$ cat src/sv/ryuv420_pkg.sv
package ryuv420_pkg;

   // register file
   localparam int unsigned CFG_W = 13;
   localparam int unsigned CSR_ADDR_W = 3;
   localparam int unsigned CSR_DATA_W = 32;

   typedef enum logic {
      REG_FRAME_WIDTH  = 1'b0,
      REG_FRAME_HEIGHT = 1'b1
   } reg_index_type;

   localparam logic [CFG_W-1:0] FRAME_WIDTH_RESET  = 13'd640;
   localparam logic [CFG_W-1:0] FRAME_HEIGHT_RESET = 13'd480;

   // 16.16 color conversion coefficients, held at the product width
   localparam int unsigned CSC_W = 25;
   localparam logic [CSC_W-1:0] Y_R  = 25'd19595;
   localparam logic [CSC_W-1:0] Y_G  = 25'd38470;
   localparam logic [CSC_W-1:0] Y_B  = 25'd7471;
   localparam logic [CSC_W-1:0] CB_R = 25'd11056;
   localparam logic [CSC_W-1:0] CB_G = 25'd21712;
   localparam logic [CSC_W-1:0] CB_B = 25'd32768;
   localparam logic [CSC_W-1:0] CR_R = 25'd32768;
   localparam logic [CSC_W-1:0] CR_G = 25'd27440;
   localparam logic [CSC_W-1:0] CR_B = 25'd5328;
   localparam logic [CSC_W-1:0] CHROMA_BIAS = 25'd8388608;

   // line store entry: cb pair sum low, cr pair sum high
   localparam int unsigned PAIR_W = 9;
   localparam int unsigned LINE_W = 2 * PAIR_W;

   typedef struct packed {
      logic [7:0] red;
      logic [7:0] green;
      logic [7:0] blue;
   } req_payload_type;

   typedef struct packed {
      logic [7:0]  luma;
      logic [11:0] out_row;
      logic [11:0] out_col;
      logic        chroma_valid;
      logic [7:0]  cb_out;
      logic [7:0]  cr_out;
      logic        frame_end;
   } rsp_payload_type;

   typedef struct packed {
      logic [7:0] luma;
      logic [7:0] cb;
      logic [7:0] cr;
   } csc_result_type;

endpackage

$ cat src/sv/ryuv420_csc.sv
module ryuv420_csc (
   input  ryuv420_pkg::req_payload_type pixel,
   output ryuv420_pkg::csc_result_type  result
);

   logic [ryuv420_pkg::CSC_W-1:0] red_ext;
   logic [ryuv420_pkg::CSC_W-1:0] green_ext;
   logic [ryuv420_pkg::CSC_W-1:0] blue_ext;
   logic [ryuv420_pkg::CSC_W-1:0] y_sum;
   logic [ryuv420_pkg::CSC_W-1:0] cb_sum;
   logic [ryuv420_pkg::CSC_W-1:0] cr_sum;

   assign red_ext   = ryuv420_pkg::CSC_W'(pixel.red);
   assign green_ext = ryuv420_pkg::CSC_W'(pixel.green);
   assign blue_ext  = ryuv420_pkg::CSC_W'(pixel.blue);

   // the bias keeps both chroma sums positive for every input
   assign y_sum  = ryuv420_pkg::Y_R * red_ext + ryuv420_pkg::Y_G * green_ext
                 + ryuv420_pkg::Y_B * blue_ext;
   assign cb_sum = ryuv420_pkg::CB_B * blue_ext + ryuv420_pkg::CHROMA_BIAS
                 - ryuv420_pkg::CB_R * red_ext - ryuv420_pkg::CB_G * green_ext;
   assign cr_sum = ryuv420_pkg::CR_R * red_ext + ryuv420_pkg::CHROMA_BIAS
                 - ryuv420_pkg::CR_G * green_ext - ryuv420_pkg::CR_B * blue_ext;

   assign result.luma = y_sum[23:16];
   assign result.cb   = cb_sum[23:16];
   assign result.cr   = cr_sum[23:16];

endmodule

$ cat config.mk
export PLATFORM = sky130hd
export DESIGN_NAME = ryuv420_csc
export DESIGN_NICKNAME = d
export VERILOG_FILES = /design/src/sv/ryuv420_pkg.sv /design/src/sv/ryuv420_csc.sv
export SDC_FILE = /design/constraint.sdc
export NUM_CORES = 1
export LEC_CHECK = 0
export BUFFER_PORTS_ARGS = -buffer_cell sky130_fd_sc_hd__buf_2
export CAP_MARGIN = 20
export CORE_ASPECT_RATIO = 0.75
export CORE_MARGIN = 2
export CORE_UTILIZATION = 25
export DETAILED_ROUTE_END_ITERATION = 8
export PLACE_DENSITY = 0.37
export SLEW_MARGIN = 20
export SYNTH_ARGS = -nofsm -noshare
export SYNTH_HDL_FRONTEND = slang
export SYNTH_SLANG_ARGS = --single-unit
$ cat constraint.sdc
create_clock -name vclk -period 8.69
set_input_delay 0.869 -clock vclk [all_inputs]
set_output_delay 0.869 -clock vclk [all_outputs]
set_load 0.02 [all_outputs]
==> flow_summary.json, run 1 <==
{
  "synth_cell_types": 61,
  "synth_top_area_share_pct": 35.4,
  "synth-simple-area-share_pct": 7.82,
  "n_antenna_cell": 0,
  "critPathCaptureType": "output port",
  "synth_seq_area_share_pct": 0,
  "ff_latch_area_um2": 0,
  "synth_top_family_by_area": "adder cells",
  "synth_compound_area_share_pct": 10.1,
  "cap_violations": 0,
  "synth_fa_ha_area_share_pct": 65.3,
  "yosys.area_share.xor_xnor_pct": 5.30,
  "synth_cells": 1428,
  "clock.fmax_ghz": 0.119,
  "vias": 9712,
  "multi_input_area_um2": 11800,
  "grt_pass1_vias": 10300,
  "ant_nets": 0,
  "die_area_um2": 54100,
  "status": "completed",
  "critPathKind": "primary input to output port",
  "max_slew.worst_pin.slew_ps": 651,
  "drtIter0Drc": 415,
  "synth_warnings": 0,
  "nFillCells": 5555,
  "die_y_um": 202,
  "wirelength_um": 39100,
  "core-area_um2": 51600,
  "crit_fanout": 4,
  "post_drt_wl_per_cell_um": 17.3,
  "post-dp-hpwl_um": 36200,
  "cpMostUsedCell": "fa_1",
  "synth_common_cells": "389 x inv_1, 370 x ha_1, 195 x fa_1, 62 x a21oi_1, 52 x xnor2_1",
  "grt_max_degree": 12,
  "io_pins": 48,
  "antenna_found_initial": 1,
  "fin_crit_ps": 8420,
  "areaGrowthSynthToFinish_pct": 15.2,
  "cp_data_required_time_ps": 7820,
  "first_pass_iters": 5,
  "grt_first_pass_wirelength_um": 61300,
  "slew_violations": 0,
  "final_core_util_pct": 29.2,
  "max-slew-margin-rel_pct": 56.0,
  "hp-class": "primary input to output port",
  "yosysTopAreaCell": "ha_1",
  "max_stage_delay_ps": 540,
  "crit_arrival_ps": 7550,
  "clkbuf_count": 0,
  "yosys-mux-area-fraction_pct": 0.306,
  "syn_area_per_cell_um2": 9.15,
  "overflow": 0,
  "syn_nets": 2017,
  "grt_util_all_layers_pct": 15.0,
  "fp-row-count": 72,
  "seq_cells": 0,
  "io_buffers": 48,
  "hold_violations": 0,
  "route.detailed.drc": 0,
  "worst_setup_path_start_kind": "primary input",
  "synth.most_common_cell": "inv_1",
  "fp.dieW_um": 268,
  "drive_above_1_share_pct": 11.9,
  "start_util_pct": 25.3,
  "fin_nets": 2151,
  "gp_congestion": 0.855,
  "vias_per_cell": 4.29,
  "synth_area_leaders": "ha_1 35%, fa_1 30%, inv_1 11%, xnor2_1 3.5%, a21oi_1 2.4%",
  "setup_viol": 0,
  "postCtsHoldBufs": 0,
  "rsz0062_at_grt": "false",
  "cpMaxStageDelayCell": "fa_1",
  "min_period_over_period_pct": 96.9,
  "syn_area_um2": 13100
}
==> critical path, delay by kind of cell <==
kind                     cells  cell delay, ps
AO/OA/AOI/OAI                8            1370
AND/OR/NAND/NOR              2             360
buffers and inverters        7             760
XOR/XNOR                     3             460
adder cells (fa/ha/maj)     10            3720
==> cell usage in the layout, fill, tap and decap left out, types with 3 or more instances in the layout <==
cell type,synthesis,final
a211oi_2,3,3
nor4b_1,5,5
xnor2_1,52,49
a21oi_1,62,57
a31oi_1,9,9
mux2i_1,4,4
a211oi_1,8,7
nor2_1,40,38
inv_1,389,388
o21bai_1,11,11
nor2b_1,9,9
fa_1,195,194
a311o_1,3,3
xor2_1,27,27
o311ai_0,4,4
nor3_1,27,25
buf_4,0,86
nand2b_1,7,7
a21o_1,22,22
buf_2,0,46
or2_2,11,10
o21a_1,6,6
ha_4,0,6
nand3_1,28,27
a21oi_2,1,4
and3_1,6,6
o21ai_0,32,30
nand4_1,8,8
nor4_1,6,6
ha_1,370,364
or3_1,7,7
a211o_1,3,3
xnor2_2,0,3
nand2_1,29,28
==> cells by family (layout without fill, tap and decap cells) <==
group,after synthesis,in the layout
muxes,4,4
xor gates and xnor gates,79,79
and+or+nand+nor,196,196
buffers and inverters,390,522
AOI/OAI and AO/OA,194,194
adders and majority gates,565,565
==> what timing repair did <==
item	in CTS	in global routing
gates resized for setup	13	28
buffers inserted	1	1
pin swaps	9	17
endpoints found under the setup margin	5	5
==> layer usage <==
layer | vias to the layer above | track usage (%) | part of all wire, %
li1 | 4943 | - | -
met1 | 4660 | 24.7 | 57
met2 | 107 | 21.3 | 39
met3 | 2 | 1.97 | 3.9
met4 | 0 | 0.120 | 0.054
met5 | - | 0 | 0
==> cell type report <==
class / count / share of cell area (%)
Tap cell: 703 / 5.84
Multi-Input combinational cell: 1038 / 78.6
Inverter: 389 / 9.70
Timing Repair Buffer: 133 / 5.89
==> metrics by stage <==
stage                     worst slack [ps]  setup TNS (ps)  area, um^2  cells  hold slack (ps)
after global placement                -277            -524       14800   2261             2670
after global routing                  11.3               0       15100   2263             2740
after detailed placement              -334            -753       14800   2261             2670
after floorplan                        341               0       13100   1428             2080
after CTS                             15.5               0       14900   2262             2670
final                                  269               0       15100   2263             2660
==> final timing paths <==
check | cells after the start | endpoint | from | slack (ps)
max | 30 | result[23] | pixel[14] | 270
min | 6 | result[15] | pixel[7] | 2660
Power of run 1 is left out: the tool's default activity adds up to more than one toggle a clock period on the data nets, which glitch-free logic cannot reach.
==> run 2: changes to the inputs <==
--- a/config.mk
+++ b/config.mk
@@ -11,7 +11,7 @@
 export CORE_MARGIN = 2
 export CORE_UTILIZATION = 25
 export DETAILED_ROUTE_END_ITERATION = 8
-export PLACE_DENSITY = 0.37
+export PLACE_DENSITY = 0.38
 export SLEW_MARGIN = 20
 export SYNTH_ARGS = -nofsm -noshare
 export SYNTH_HDL_FRONTEND = slang
==> constraint.sdc (replaced) <==
create_clock -name vclk -period 7.3
set_input_delay 0.73 -clock vclk [all_inputs]
set_output_delay 0.73 -clock vclk [all_outputs]
set_load 0.02 [all_outputs]
==> run 2 against run 1 <==
Net effect:
- the flow now finishes with violations (setup timing)
- first-iteration DRC count shrank 4.6%
- final cell count rose by 5.7%
- non-clock buffer count grew 130
- highest routed layer unchanged
- sequential share of layout area stayed put
- die area did not move
- count of clock-buffer cells in the layout unchanged
- worst setup slack worse by 930 ps
- final area increased by 9.7%
==> flow_summary.json, run 2 (synthesis gave the netlist of run 1 again) <==
{
  "violations": "setup timing",
  "status": "finished with violations",
  "drive_above_1_share_pct": 22.2,
  "cap_violations": 0,
  "clkbuf_count": 0,
  "ff_latch_area_um2": 0,
  "vias": 10400,
  "slew_violations": 0,
  "cpMaxStageDelayCell": "fa_1",
  "crit_arrival_ps": 7230,
  "vias_per_cell": 4.35,
  "grt_pass1_vias": 10700,
  "io_buffers": 48,
  "die_area_um2": 54100,
  "critPathKind": "primary input to output port",
  "core-area_um2": 51600,
  "grt_util_all_layers_pct": 15.1,
  "nFillCells": 5483,
  "cp_data_required_time_ps": 6570,
  "fp-row-count": 72,
  "seq_cells": 0,
  "grt_max_degree": 12,
  "antenna_found_initial": 2,
  "fin_nets": 2281,
  "cp-endpoint": "result[23]",
  "crit_fanout": 4,
  "route.detailed.drc": 0,
  "wirelength_um": 40400,
  "fp.dieW_um": 268,
  "mostFrequentLayoutCell": "inv_1",
  "worst_setup_path_start_kind": "primary input",
  "first_pass_iters": 5,
  "layout.cells.most_common_list": "382 x inv_1, 350 x ha_1, 214 x buf_4, 192 x fa_1, 47 x xnor2_1",
  "fin_area_um2": 16500,
  "max-slew-margin-rel_pct": 52.0,
  "setup_viol": 7,
  "finalWorstSetupSlack_ps": -657,
  "n_antenna_cell": 0,
  "drtIter0Drc": 396,
  "grt_first_pass_wirelength_um": 62000,
  "hp-class": "primary input to output port",
  "die_y_um": 202,
  "areaGrowthSynthToFinish_pct": 26.4,
  "place_area_um2": 15900,
  "min_period_over_period_pct": 109,
  "cpMostUsedCell": "fa_1",
  "start_util_pct": 25.3,
  "cp-startpoint": "pixel[14]",
  "post_drt_wl_per_cell_um": 16.9,
  "final_core_util_pct": 32.0,
  "fin_crit_ps": 7960,
  "ant_nets": 0,
  "max_slew.worst_pin.slew_ps": 716,
  "gp_congestion": 0.862,
  "critPathCaptureType": "output port",
  "max_stage_delay_ps": 570,
  "multi_input_area_um2": 12200,
  "post-dp-hpwl_um": 37800,
  "io_pins": 48,
  "clock.fmax_ghz": 0.126,
  "rsz0062_at_grt": "true",
  "hold_violations": 0,
  "overflow": 0
}
## run 2: repair_timing
| item | 4_1_cts | 5_1_grt |
|---|---|---|
| hold buffers | 0 | 0 |
| resized for setup | 48 | 78 |
| setup buffers | 5 | 11 |
| endpoints found under the setup margin | 14 | 20 |
| pin swaps | 18 | 43 |
| cloned | 0 | 0 |
## run 2: critical path: cells and delay by family
family	cells	cell delay [ps]
AOI/OAI and AO/OA	8	1350
buffers and inverters	7	590
xor gates and xnor gates	3	440
and+or+nand+nor	2	410
adders and majority gates	9	3650
## run 2: worst min-delay path by stage
stage / start / to / slack [ps] / cells after the start
final: pixel[7] / result[15] / 2150 / 5
after floorplan: pixel[7] / result[15] / 1800 / 3
after global routing: pixel[7] / result[15] / 2190 / 5
after detailed placement: pixel[7] / result[15] / 2170 / 5
after global placement: pixel[7] / result[15] / 2150 / 5
after CTS: pixel[7] / result[15] / 2170 / 5
## run 2: cell type report
type                       instances  area share, %
multi-input combinational       1038           73.7
timing repair buffer             263           12.0
inverter                         389           8.89
tap                              703           5.33
## run 2: stage by stage
step	std cells	hold WS [ps]	setup slack (ps)	TNS (ps)
2_1_floorplan	1428	1800	-115	-154
3_5_place_dp	2377	2170	-904	-5250
6_report	2393	2150	-657	-3420
5_1_grt	2393	2190	-935	-5220
4_1_cts	2382	2170	-772	-3550
3_3_place_gp	2377	2150	-908	-5620
## run 2: metal layers
layer	track usage, %	vias to the layer above	share of wire (%)	wire (um)
met2	21.9	156	40	16100
met3	1.49	2	4.2	1700
met1	24.9	5049	56	22600
met4	0.180	0	0.14	57
li1	-	5210	-	-
met5	0	-	0	0
Power of run 2 is left out for the same reason.
